--- src/rtl/rtscu_pkg.sv ---
package rtscu_pkg;

   localparam int KEY_W          = 22;
   localparam int CNT_W          = 8;
   localparam int CODE_W         = 16;
   localparam int ATTR_W         = 2;
   localparam int TILE_W         = 10;
   localparam int SLOT_IDX_OUT_W = 8;
   localparam int TILE_BASE      = 256;
   localparam int SLOT_COUNT_DEF = 256;

   localparam logic [CNT_W-1:0] CNT_MAX = {CNT_W{1'b1}};

   typedef enum logic [1:0] {
      OP_LOOKUP  = 2'd0,
      OP_ACQUIRE = 2'd1,
      OP_RELEASE = 2'd2,
      OP_CLEAR   = 2'd3
   } op_type;

   // search token walking the cell row
   typedef struct packed {
      logic             valid;
      logic             hit;
      logic             free;
      logic [CNT_W-1:0] hit_cnt;
   } tok_type;

   // broadcast from the sequencer to every cell
   typedef struct packed {
      logic             search;
      logic             incr;
      logic             drop;
      logic             alloc;
      logic             clear_all;
      logic [KEY_W-1:0] key;
   } cmd_type;

endpackage

--- src/rtl/rtscu_cell.sv ---
module rtscu_cell #(
   parameter int IDX_W      = 8,
   parameter int CELL_INDEX = 0
) (
   input  logic                 clock,
   input  logic                 reset,
   input  rtscu_pkg::cmd_type   cmd,
   input  logic [IDX_W-1:0]     wr_idx,
   input  rtscu_pkg::tok_type   tok_in,
   input  logic [IDX_W-1:0]     hit_idx_in,
   input  logic [IDX_W-1:0]     free_idx_in,
   output rtscu_pkg::tok_type   tok_out,
   output logic [IDX_W-1:0]     hit_idx_out,
   output logic [IDX_W-1:0]     free_idx_out
);
   import rtscu_pkg::*;

   localparam logic [IDX_W-1:0] MY_IDX = IDX_W'(CELL_INDEX);

   logic [KEY_W-1:0] key_ff, key_in;
   logic [CNT_W-1:0] cnt_ff, cnt_in, cnt_bump;
   tok_type          tok_ff, tok_in_d;
   logic [IDX_W-1:0] hit_idx_ff, hit_idx_in_d;
   logic [IDX_W-1:0] free_idx_ff, free_idx_in_d;
   logic             in_use, match, drop_here, take, addressed;

   assign in_use    = (cnt_ff != '0);
   assign addressed = (wr_idx == MY_IDX);
   assign match     = cmd.search && in_use && (key_ff == cmd.key);
   assign drop_here = cmd.drop && addressed && in_use;
   assign take      = tok_in.valid && !tok_in.hit && (match || drop_here);

   always_comb begin
      if (drop_here) begin
         cnt_bump = cnt_ff - CNT_W'(1);
      end else if (cmd.incr && (cnt_ff != CNT_MAX)) begin
         cnt_bump = cnt_ff + CNT_W'(1);
      end else begin
         cnt_bump = cnt_ff;
      end
   end

   always_comb begin
      tok_in_d      = tok_in;
      hit_idx_in_d  = hit_idx_in;
      free_idx_in_d = free_idx_in;
      if (take) begin
         tok_in_d.hit     = 1'b1;
         tok_in_d.hit_cnt = cnt_bump;
         hit_idx_in_d     = MY_IDX;
      end
      if (tok_in.valid && !tok_in.free && !in_use) begin
         tok_in_d.free = 1'b1;
         free_idx_in_d = MY_IDX;
      end
   end

   always_comb begin
      key_in = key_ff;
      cnt_in = cnt_ff;
      if (take) begin
         cnt_in = cnt_bump;
      end
      if (cmd.alloc && addressed) begin
         key_in = cmd.key;
         cnt_in = CNT_W'(1);
      end
      if (cmd.clear_all) begin
         cnt_in = '0;
      end
   end

   always_ff @(posedge clock) begin
      if (reset) begin
         cnt_ff <= '0;
         tok_ff <= '0;
      end else begin
         cnt_ff <= cnt_in;
         tok_ff <= tok_in_d;
      end
   end

   always_ff @(posedge clock) begin
      key_ff      <= key_in;
      hit_idx_ff  <= hit_idx_in_d;
      free_idx_ff <= free_idx_in_d;
   end

   assign tok_out      = tok_ff;
   assign hit_idx_out  = hit_idx_ff;
   assign free_idx_out = free_idx_ff;

endmodule

--- config.mk ---
export PLATFORM = sky130hd
export DESIGN_NAME = rtscu_cell
export DESIGN_NICKNAME = d
export VERILOG_FILES = /design/src/rtl/rtscu_pkg.sv /design/src/rtl/rtscu_cell.sv
export SDC_FILE = /design/constraint.sdc
export NUM_CORES = 1
export LEC_CHECK = 0
export BUFFER_PORTS_ARGS = -buffer_cell sky130_fd_sc_hd__buf_4
export CAP_MARGIN = 15
export CORE_MARGIN = 2
export CORE_UTILIZATION = 51
export CTS_BUF_LIST = sky130_fd_sc_hd__clkbuf_2
export DETAILED_ROUTE_END_ITERATION = 10
export HOLD_SLACK_MARGIN = 0.02
export PLACE_DENSITY = 0.82
export SKIP_LAST_GASP = 1
export SYNTH_ARGS = -nofsm -noshare
export SYNTH_HDL_FRONTEND = slang
export SYNTH_SLANG_ARGS = --single-unit
--- constraint.sdc ---
create_clock -name clock -period 3.5 [get_ports clock]
set_clock_uncertainty 0.1 [all_clocks]
set_input_delay 1.05 -clock clock [delete_from_list [all_inputs] [get_ports clock]]
set_output_delay 1.05 -clock clock [all_outputs]
set_load 0.1 [all_outputs]
# Yosys cells after proc, flatten, opt, wreduce, memory -nomap -nowiden
# Cells that the tools add are included.
[op_classes] n_addsub=2 n_eq_ne=2 mux=7 n_reduce_logical=19
[op_table] operator="8-bit two-way mux" count=3
[op_table] operator="22-bit equality test" count=1
[op_table] operator="1-bit logical AND" count=10
[op_table] operator="8-bit by 1-bit adder with 8-bit output (second input constant)" count=1
[op_table] operator="8-bit logical NOT" count=1
[op_table] operator="8-bit inequality test (second input constant)" count=1
[op_table] operator="8-bit nonzero test" count=1
[op_table] operator="8-bit by 1-bit subtractor with 8-bit output (second input constant)" count=1
[op_table] operator="1-bit two-way mux" count=4
[op_table] operator="1-bit logical NOT" count=3
[op_table] operator="3-bit OR reduction" count=1
[op_table] operator="2-bit nonzero test" count=1
[op_table] operator="2-bit OR reduction" count=1
[op_table] operator="1-bit logical OR" count=1
[totals] regBits=57 in_bits=64 output_inout_bits=27

# Longest topological paths before layout
# Gate-level depths: netlist (run 1).
[logic_depth] word_depth=7 depth_mapped=9 depth_no_buf=7

# Worst setup path after synthesis (run 1)
# No wires, ideal clock.
[synth_path] kind="input to register" from="input port cmd[16] (netlist bit)" to="register tok_ff, in the netlist tok_out[3]" setup_time_ps=117 arrival_time_ps=2628 required_time_ps=3283 setup_slack_ps=656 cell_stages=7 n_path_buf=1 path_cell_list="xor2_1 > nor4_1 > nand4_1 > o31ai_1 > nand2_1 > clkbuf_1 > a22o_1"
[synth_via] elab_chain_len=5
[synth_lines] element="start: declaration" line_no="rtscu_cell.sv:7" rtl="input rtscu_pkg::cmd_type cmd,"
[synth_lines] element="22-bit equality test" line_no="rtscu_cell.sv:29" rtl="assign match = cmd.search && in_use && (key_ff == cmd.key);"
[synth_lines] element="1-bit logical AND" line_no="rtscu_cell.sv:29"
[synth_lines] element="1-bit logical OR" line_no="rtscu_cell.sv:31" rtl="assign take = tok_in.valid && !tok_in.hit && (match || drop_here);"
[synth_lines] element="1-bit logical AND" line_no="rtscu_cell.sv:31"
[synth_lines] element="8-bit two-way mux" line_no="rtscu_cell.sv:47" rtl="if (take) begin"
[synth_lines] element="end signal: assignment" line_no="rtscu_cell.sv:79" rtl="tok_ff <= tok_in_d;"
[synth_lines] element="end: declaration" line_no="rtscu_cell.sv:22" rtl="tok_type tok_ff, tok_in_d;"
# No other way between the ends.
# A chain may end at the register's enable or synchronous reset.

# Final worst setup path (run 1)
[layout_path] from="register cnt_ff[2]" to="register tok_ff, in the netlist tok_out[7]"
[layout_via] elab_chain_len=6 elab_cells_between_ends=13
[layout_lines] element="start: declaration" line_no="rtscu_cell.sv:21" rtl="logic [CNT_W-1:0] cnt_ff, cnt_in, cnt_bump;"
[layout_lines] element="start signal: assignment" line_no="rtscu_cell.sv:78" rtl="cnt_ff <= cnt_in;"
[layout_lines] element="parallel branches: the longest is 5 deep, another holds 8-bit by 1-bit adder with 8-bit output"
[layout_lines] element="8-bit two-way mux (*)" line_no="rtscu_cell.sv:47"
# Mark *: on every way between the ends.

==> impl_metrics.tcl, run 1 <==
set metrics [dict create \
    crit_path_end_kind "flop" \
    drive_above_1_share 0.348 \
    arrival_ns 3.07 \
    cts_root_buffer "clkbuf_2" \
    synth_common_cells "dfxtp_1 (35), edfxtp_1 (22), xor2_1 (18), a21oi_1 (13), nor2b_1 (13)" \
    relSlewSlack 0.546 \
    fmax_ghz 0.355 \
    yosysWarnings 0 \
    die_height_um 74.2 \
    vias_per_cell 5.30 \
    setup_tns_ns 0 \
    place_area_um2 3230 \
    antenna_found_initial 0 \
    grt_pass1_vias 1890 \
    cts_buffer_depth 2 \
    cts_sinks 57 \
    synthCells 226 \
    crit_fanout 17 \
    yosysTopAreaCellShare 0.278 \
    period_minus_slack_ns 2.81 \
    required_ns 3.76 \
    area_growth_pct 33.7 \
    tightest_slew_ns 0.680 \
    grt_setup_unrepaired "false" \
    multi_input_area_um2 1080 \
    power.density_nw_per_um2 429 \
    syn_avg_cell_area_um2 11.1 \
    stdcell_area_um2 3360 \
    synth_edf_count 22 \
    grt_pass1_wl_um 8410 \
    slew_violations 0 \
    netlist_area_um2 2520 \
    nFillCells 380 \
    cts-resized-gates 0 \
    hp-class "flop to flop" \
    post-place-ws_ns 0.232 \
    dr.first_iter.drc_count 110 \
    grt_overflow 0 \
    synth_seq_cells 57 \
    grt_usage 0.202 \
    fin_util 0.707 \
    crit_type "flop to flop" \
    cts.clk_slew.worst_paths_ns 0.17 \
    syn_nets 293 \
    port_buffers 90 \
    total_leakage_power_nw 1.36 \
    die_w_um 74.2 \
    num_rows 25 \
    synth_top_area_cell "dfxtp_1" \
    dp.cells 373 \
    seq_area_um2 1360 \
    synthArstFlopShare 0 \
    whs_ns 0.486 \
    wl_um 5500 \
    cp_slowest_stage_delay_ns 0.63 \
    core_um2 4750 \
    ant_nets 0 \
    clock_latency_ns 0.46 \
    cpMaxStageDelayCell "or4_4" \
    holdBufCountCts 0 \
    post_cts.repair.setup_buffers 0 \
    pin_count 91 \
    worst_setup_path_start_kind "flop" \
    stdcell_count 389 \
    dp_hpwl_um 4120 \
    reg2reg_slack_ns 0.69 \
    diodes 0 \
    htree_num_levels 3 \
    setup_viol 0 \
    fin_crit_sh 0.804 \
    fin_nets 384 \
    power_mw 1.44 \
    synth_ff_type "dfxtp_1" \
    place.gp.congestion 0.969 \
    yosys-top-cells-area "dfxtp_1 (28%), edfxtp_1 (26%), xor2_1 (6.3%)" \
    ys_seq_area_frac 0.541 \
    worst_ir_drop_vdd_uv 314 \
    wl_per_cell_um 14.1 \
    crit_chain "or4_4 -> or4b_4 -> nand3b_1 -> nor3_1 -> a22o_1" \
    synth.distinct_cells 45 \
    num_vias 2061 \
    outcome "completed" \
    cts_tree "built" \
    hold_viol 0 \
    start_util 0.529 \
    die_area_um2 5510 \
    drt_first_pass_iters 4 \
    maxCapViolCount 0 \
    setup_ws_ns 0.685 \
    drc_errors 0 \
    numCtsBuffers 9 \
    yosysMostFrequentCell "dfxtp_1" \
    grt_max_degree 26 \
]
placed cells by master (no fill, tap or decap), types with 2 or more instances in the layout:
cell type	instances
bufinv_16	2
buf_4	92
a31oi_1	2
and3_1	2
xnor2_1	9
a21oi_1	13
nor3_1	7
nand2_1	4
nor4_1	8
nor2_1	6
o31ai_1	6
mux2i_1	4
or4_1	4
nand3_1	7
inv_1	4
a22o_1	4
nand4b_1	2
xor2_1	18
clkinv_2	2
edfxtp_1	22
clkbuf_2	10
dfxtp_1	35
and2_1	8
o21ai_0	10
nor2b_1	13
ha_1	3
nand4_1	4
sequential cells by signal (all words and copies together) (netlist names):
register and cells:
cnt_ff 8, free_idx_out 8, hit_idx_out 8, key_ff 22, tok_out 11
power breakdown:
group / internal [mW] / switching [mW]
Sequential: 0.707 / 0.00484
Clock: 0.237 / 0.239
Combinational: 0.0854 / 0.172
worst paths after layout:
kind,end,from,cells after the start
setup / recovery,tok_out[7]$_SDFF_PP0_,cnt_ff[2]$_SDFFE_PP0P_,5
setup reg to reg,tok_out[7]$_SDFF_PP0_,cnt_ff[2]$_SDFFE_PP0P_,5
hold reg to reg,cnt_ff[5]$_SDFFE_PP0P_,cnt_ff[5]$_SDFFE_PP0P_,2
hold / removal,cnt_ff[5]$_SDFFE_PP0P_,cnt_ff[5]$_SDFFE_PP0P_,2
worst max-delay path, delay by kind of cell (launching register included):
kind            cells  cell delay [ns]
compound gates      1             0.27
flops               1             0.45
simple gates        4             1.91
logic make-up (layout without fill, tap and decap cells):
kind of cell,after synthesis,in the layout,share of synthesized area
multiplexers,4,4,0.0159
AO/OA/AOI/OAI,46,46,0.122
adder cells (fa/ha/maj),3,3,0.0149
XOR/XNOR,27,27,0.0940
flip-flops,57,57,0.541
AND/OR/NAND/NOR,73,73,0.182
buffers and inverters,16,112,0.0298
per-layer routing:
layer,track usage,part of all wire,vias to the layer above
met4,0.0794,0.016,0
met2,0.340,0.49,81
li1,-,-,1023
met1,0.245,0.41,947
met5,0,0,-
met3,0.0569,0.077,10
layout make-up:
cell class,instances,share of cell area
clock buffer,10,0.0149
clock inverter,6,0.0246
inverter,4,0.00446
multi-input combinational,153,0.321
sequential,57,0.405
tap,67,0.0249
timing repair buffer,92,0.205
(Power assumes the default switching activity.)
==> run 2, diff against run 1 <==
--- a/config.mk
+++ b/config.mk
@@ -8,11 +8,11 @@
 export BUFFER_PORTS_ARGS = -buffer_cell sky130_fd_sc_hd__buf_4
 export CAP_MARGIN = 15
 export CORE_MARGIN = 2
-export CORE_UTILIZATION = 51
+export CORE_UTILIZATION = 46
 export CTS_BUF_LIST = sky130_fd_sc_hd__clkbuf_2
 export DETAILED_ROUTE_END_ITERATION = 10
 export HOLD_SLACK_MARGIN = 0.02
-export PLACE_DENSITY = 0.82
+export PLACE_DENSITY = 0.78
 export SKIP_LAST_GASP = 1
 export SYNTH_ARGS = -nofsm -noshare
 export SYNTH_HDL_FRONTEND = slang
==> constraint.sdc (replaced) <==
create_clock -name clock -period 2.4 [get_ports clock]
set_clock_uncertainty 0.1 [all_clocks]
set_input_delay 0.72 -clock clock [delete_from_list [all_inputs] [get_ports clock]]
set_output_delay 0.72 -clock clock [all_outputs]
set_load 0.1 [all_outputs]
==> impl_metrics.tcl, run 2 (synthesized netlist as in run 1, its figures left out) <==
set metrics [dict create \
    num_rows 26 \
    dp.cells 409 \
    fin_crit_sh 1.05 \
    pin_count 91 \
    fin_nets 418 \
    maxCapViolCount 0 \
    power.density_nw_per_um2 584 \
    area_growth_pct 45.3 \
    critPathMostFrequentCell "buf_4" \
    grt_overflow 0 \
    num_vias 2200 \
    clock_latency_ns 0.49 \
    stdcell_count 426 \
    cp_slowest_stage_delay_ns 0.58 \
    die_w_um 78.0 \
    wl_per_cell_um 14.4 \
    cts.clk_slew.worst_paths_ns 0.17 \
    holdBufCountCts 0 \
    cts_tree "built" \
    violations "setup timing" \
    wl_um 6150 \
    grt_pass1_wl_um 10100 \
    cts_buffer_depth 2 \
    layout_common_cells "buf_4 (125), dfxtp_1 (35), edfxtp_1 (22)" \
    cpMaxStageDelayCell "or4_4" \
    relSlewSlack 0.577 \
    diodes 0 \
    cts_root_buffer "clkbuf_2" \
    top_register "key_ff" \
    setup_viol 16 \
    drc_errors 0 \
    worst_ir_drop_vdd_uv 667 \
    crit_fanout 5 \
    die_height_um 78.0 \
    antenna_found_initial 0 \
    outcome "finished, violations left" \
    port_buffers 90 \
    numCtsBuffers 9 \
    crit_type "flop to flop" \
    core_um2 5200 \
    total_leakage_power_nw 1.52 \
    nFillCells 410 \
    dp_hpwl_um 4740 \
    hold_viol 0 \
    multi_input_area_um2 1090 \
    reg2reg_slack_ns -0.11 \
    die_area_um2 6080 \
    dr.first_iter.drc_count 121 \
    seq_area_um2 1360 \
    mostFrequentLayoutCell "buf_4" \
    setup_ws_ns -0.110 \
    tightest_slew_ns 0.634 \
    ant_nets 0 \
    vias_per_cell 5.16 \
    cts_sinks 57 \
    drt_first_pass_iters 4 \
    hp-class "input port to flop" \
    grt_setup_unrepaired "true" \
    arrival_ns 2.79 \
    drive_above_1_share 0.421 \
    period_minus_slack_ns 2.51 \
    post-place-ws_ns -0.336 \
    crit_path_end_kind "flop" \
    largest_register_ff_count 22 \
    htree_num_levels 3 \
    slew_violations 0 \
    grt_max_degree 16 \
    grt_pass1_vias 2210 \
    start_util 0.483 \
    grt_usage 0.215 \
    crit_chain "or4_4 -> or4b_4 -> buf_4 -> nand3b_1 -> nor3_1 -> buf_4 -> a22o_1" \
    fmax_ghz 0.398 \
    worst_setup_path_start_kind "flop" \
    place.gp.congestion 0.897 \
    required_ns 2.68 \
]
-- run 2: cell count changes in the layout (fill, tap and decap cells not counted) --
| cell | change |
|---|---|
| and3_1 | -1 |
| and3_2 | +1 |
| buf_12 | +1 |
| buf_4 | +33 |
| clkbuf_2 | -1 |
| clkinv_2 | -2 |
| clkinvlp_4 | +3 |
| mux2i_1 | -1 |
| mux2i_2 | +1 |
| nor2_1 | -1 |
| nor2_2 | +1 |
| o31ai_1 | -1 |
| o31ai_2 | +1 |
-- run 2: stage by stage --
stage / cell area [um2] / TNS (ns) / total power [mW] / hold WS [ns] / util
2_1_floorplan: 2530 / -0.245 / 1.30 / 0.410 / -
3_3_place_gp: 3500 / -4.21 / 1.44 / 0.492 / 0.673
3_5_place_dp: 3500 / -5.06 / 1.45 / 0.496 / 0.673
4_1_cts: 3650 / -0.427 / 2.15 / 0.265 / 0.701
5_1_grt: 3650 / -2.12 / 2.22 / 0.237 / 0.702
6_report: 3650 / -0.801 / 2.13 / 0.294 / 0.702
-- run 2: what timing repair did --
item | in CTS | in global routing
resized for setup | 0 | 1
cloned | 0 | 0
hold endpoints to repair | 0 | 0
pin swaps | 1 | 0
setup endpoints to repair | 14 | 16
buffers inserted | 1 | 0
-- run 2: path summary, 6_finish.rpt --
kind | from | end | cells after the start
worst max-delay path | cnt_ff[2]$_SDFFE_PP0P_ | tok_out[2]$_SDFF_PP0_ | 7
worst min-delay path | cmd[22] | cnt_ff[0]$_SDFFE_PP0P_ | 2
worst max register to register | cnt_ff[2]$_SDFFE_PP0P_ | tok_out[2]$_SDFF_PP0_ | 7
worst min register to register | cnt_ff[6]$_SDFFE_PP0P_ | cnt_ff[6]$_SDFFE_PP0P_ | 2
-- run 2: critical path, delay by kind of cell, from the launching register on --
family                 cells  cell delay (ns)
buffers and inverters      2             0.33
flip-flops                 1             0.35
AND/OR/NAND/NOR            4             1.43
AO/OA/AOI/OAI              1             0.20
-- run 2: power by group --
group / switching [mW] / internal (mW) / leakage (nW)
Clock: 0.368 / 0.342 / 0.0718
Combinational: 0.254 / 0.133 / 0.959
Sequential: 0.00682 / 1.03 / 0.489
Total: 0.629 / 1.51 / 1.52
-- run 2: area by class of cell --
| type | count | share of cell area |
|---|---|---|
| clock buffer | 9 | 0.0123 |
| clock inverter | 7 | 0.0260 |
| inverter | 4 | 0.00411 |
| multi-input combinational | 153 | 0.299 |
| sequential | 57 | 0.372 |
| tap | 70 | 0.0240 |
| timing repair buffer | 126 | 0.262 |
-- run 2: metal layers --
metal  vias to the layer above  share of wire  global-route usage
li1                       1091              -                   -
met5                         -              0                   0
met2                        79           0.49               0.348
met4                         0          0.018              0.0737
met3                        12          0.067              0.0767
met1                      1018           0.43               0.265
==> run 3, diff against run 2 <==
--- a/config.mk
+++ b/config.mk
@@ -5,14 +5,15 @@
 export SDC_FILE = /design/constraint.sdc
 export NUM_CORES = 1
 export LEC_CHECK = 0
+export ABC_AREA = 1
 export BUFFER_PORTS_ARGS = -buffer_cell sky130_fd_sc_hd__buf_4
 export CAP_MARGIN = 15
 export CORE_MARGIN = 2
-export CORE_UTILIZATION = 46
+export CORE_UTILIZATION = 49
 export CTS_BUF_LIST = sky130_fd_sc_hd__clkbuf_2
 export DETAILED_ROUTE_END_ITERATION = 10
 export HOLD_SLACK_MARGIN = 0.02
-export PLACE_DENSITY = 0.78
+export PLACE_DENSITY = 0.79
 export SKIP_LAST_GASP = 1
 export SYNTH_ARGS = -nofsm -noshare
 export SYNTH_HDL_FRONTEND = slang
==> impl_metrics.tcl, run 3 <==
set metrics [dict create \
    outcome "completed" \
    worst_ir_drop_vdd_uv 398 \
    crit_chain "inv_1 -> ha_1 -> nand4_4 -> inv_2 -> nor3_4 -> buf_4 -> nand3_1 -> nand2_1 -> nor2_1 -> nor2_1" \
    post_cts.repair.setup_buffers 0 \
    die_w_um 84.6 \
    syn_avg_cell_area_um2 6.89 \
    diodes 0 \
    hold_viol 0 \
    grt_pass1_vias 2983 \
    synth_common_cells "nand2_1 (171), inv_1 (74), nor2_1 (64), dfxtp_1 (35), edfxtp_1 (22)" \
    mostFrequentLayoutCell "nand2_1" \
    power.density_nw_per_um2 528 \
    layout_common_cells "nand2_1 (171), buf_4 (96), inv_1 (74)" \
    dp_hpwl_um 6300 \
    synth_seq_cells 57 \
    whs_ns 0.338 \
    yosysTopAreaCellShare 0.220 \
    die_height_um 84.6 \
    dr.first_iter.drc_count 126 \
    synth_ff_type "dfxtp_1" \
    synth_top_area_cell "dfxtp_1" \
    maxCapViolCount 0 \
    cpMaxStageDelayCell "dfxtp_1" \
    fin_crit_sh 0.873 \
    dp.cells 628 \
    num_vias 3125 \
    yosysMostFrequentCell "nand2_1" \
    grt_overflow 0 \
    synth_edf_count 22 \
    top_register "key_ff" \
    fmax_ghz 0.478 \
    numCtsBuffers 9 \
    pin_count 91 \
    wl_per_cell_um 12.2 \
    start_util 0.504 \
    clock_latency_ns 0.46 \
    holdBufCountCts 0 \
    setup_tns_ns 0 \
    cts_root_buffer "clkbuf_2" \
    tightest_slew_ns 0.481 \
    setup_viol 0 \
    grt_max_degree 17 \
    cts_sinks 57 \
    cts.clk_slew.worst_paths_ns 0.16 \
    drt_first_pass_iters 5 \
    power_mw 2.15 \
    critPathMostFrequentCell "nor2_1" \
    num_rows 29 \
    stdcell_count 644 \
    yosys-top-cells-area "dfxtp_1 (22%), edfxtp_1 (21%), nand2_1 (20%)" \
    area_growth_pct 27.8 \
    crit_type "flop to flop" \
    fin_nets 629 \
    required_ns 2.70 \
    port_buffers 90 \
    drive_above_1_share 0.228 \
    ys_seq_area_frac 0.428 \
    hp-class "input port to flop" \
    period_minus_slack_ns 2.09 \
    drc_errors 0 \
    total_leakage_power_nw 2.22 \
    die_area_um2 7160 \
    grt_usage 0.226 \
    cts_tree "built" \
    synthCells 462 \
    antenna_found_initial 0 \
    largest_register_ff_count 22 \
    grt_pass1_wl_um 13000 \
    ant_nets 0 \
    grt_setup_unrepaired "false" \
    slew_violations 0 \
    netlist_area_um2 3180 \
    relSlewSlack 0.677 \
    cts-resized-gates 0 \
    core_um2 6310 \
    crit_fanout 11 \
    htree_num_levels 3 \
    place.gp.congestion 0.894 \
    syn_nets 529 \
    cp_slowest_stage_delay_ns 0.44 \
    crit_path_end_kind "flop" \
    vias_per_cell 4.85 \
    synthArstFlopShare 0 \
    worst_setup_path_start_kind "flop" \
    yosysWarnings 0 \
    synth.distinct_cells 28 \
    cts_buffer_depth 2 \
    arrival_ns 2.39 \
    wl_um 7880 \
]
run 3: cell types whose count changed after synthesis, sizes merged, moves of 7 or more:
cell / previous run / this run
and2: 8 / 0
clkbuf: 9 / 1
nor4: 8 / 0
a21boi: 1 / 8
nor2: 6 / 69
nand3: 7 / 20
nor2b: 13 / 0
nand2: 4 / 174
inv: 4 / 78
xnor2: 9 / 2
xor2: 18 / 4
run 3: final timing paths:
check | start | end | slack, ns | cells after the start
setup / recovery | cnt_ff[1]$_SDFFE_PP0P_ | cnt_ff[0]$_SDFFE_PP0P_ | 0.31 | 10
hold reg to reg | cnt_ff[1]$_SDFFE_PP0P_ | cnt_ff[1]$_SDFFE_PP0P_ | 0.46 | 2
hold / removal | cmd[0] | key_ff[0]$_DFFE_PP_ | 0.34 | 1
setup reg to reg | cnt_ff[1]$_SDFFE_PP0P_ | cnt_ff[0]$_SDFFE_PP0P_ | 0.31 | 10
run 3: power by group:
part,switching [mW],internal (mW)
Sequential,0.00744,1.03
Clock,0.334,0.345
Combinational,0.296,0.134
run 3: critical path, delay by kind of cell (launching register included):
| family | cells | cell delay [ns] |
|---|---|---|
| flip-flops | 1 | 0.44 |
| buffers and inverters | 3 | 0.44 |
| adder cells (fa/ha/maj) | 1 | 0.27 |
| AND/OR/NAND/NOR | 6 | 0.80 |
run 3: logic make-up (layout without fill, tap and decap cells):
family	after synthesis	count (layout)	share of synthesized area
fa+ha+maj	3	3	0.0118
compound gates	34	34	0.0629
flops	57	57	0.428
buf+inv	85	190	0.110
simple gates	277	277	0.371
xor+xnor	6	6	0.0165
run 3: layer usage:
layer  vias up  part of all wire  track usage
met5         -                 0            0
met4         0             0.018       0.0866
met3        14             0.061       0.0551
met2        87              0.49        0.382
met1      1409              0.43        0.280
li1       1615                 -            -
run 3: area by class of cell:
cell class                 count  area, um2
inverter                      78        293
sequential                    57       1360
timing repair buffer          96        721
multi-input combinational    320       1470
fill                         604       2240
clock inverter                 5       71.3
clock buffer                  11       55.1
tap                           77       96.3
run 3: through the flow:
step,util,setup WS [ns],cell area [um2]
final,0.644,0.306,4070
after global routing,0.644,0.166,4070
after CTS,0.644,0.323,4070
after detailed placement,0.624,0.149,3940
after global placement,0.624,0.210,3940
after floorplan,-,0.290,3180
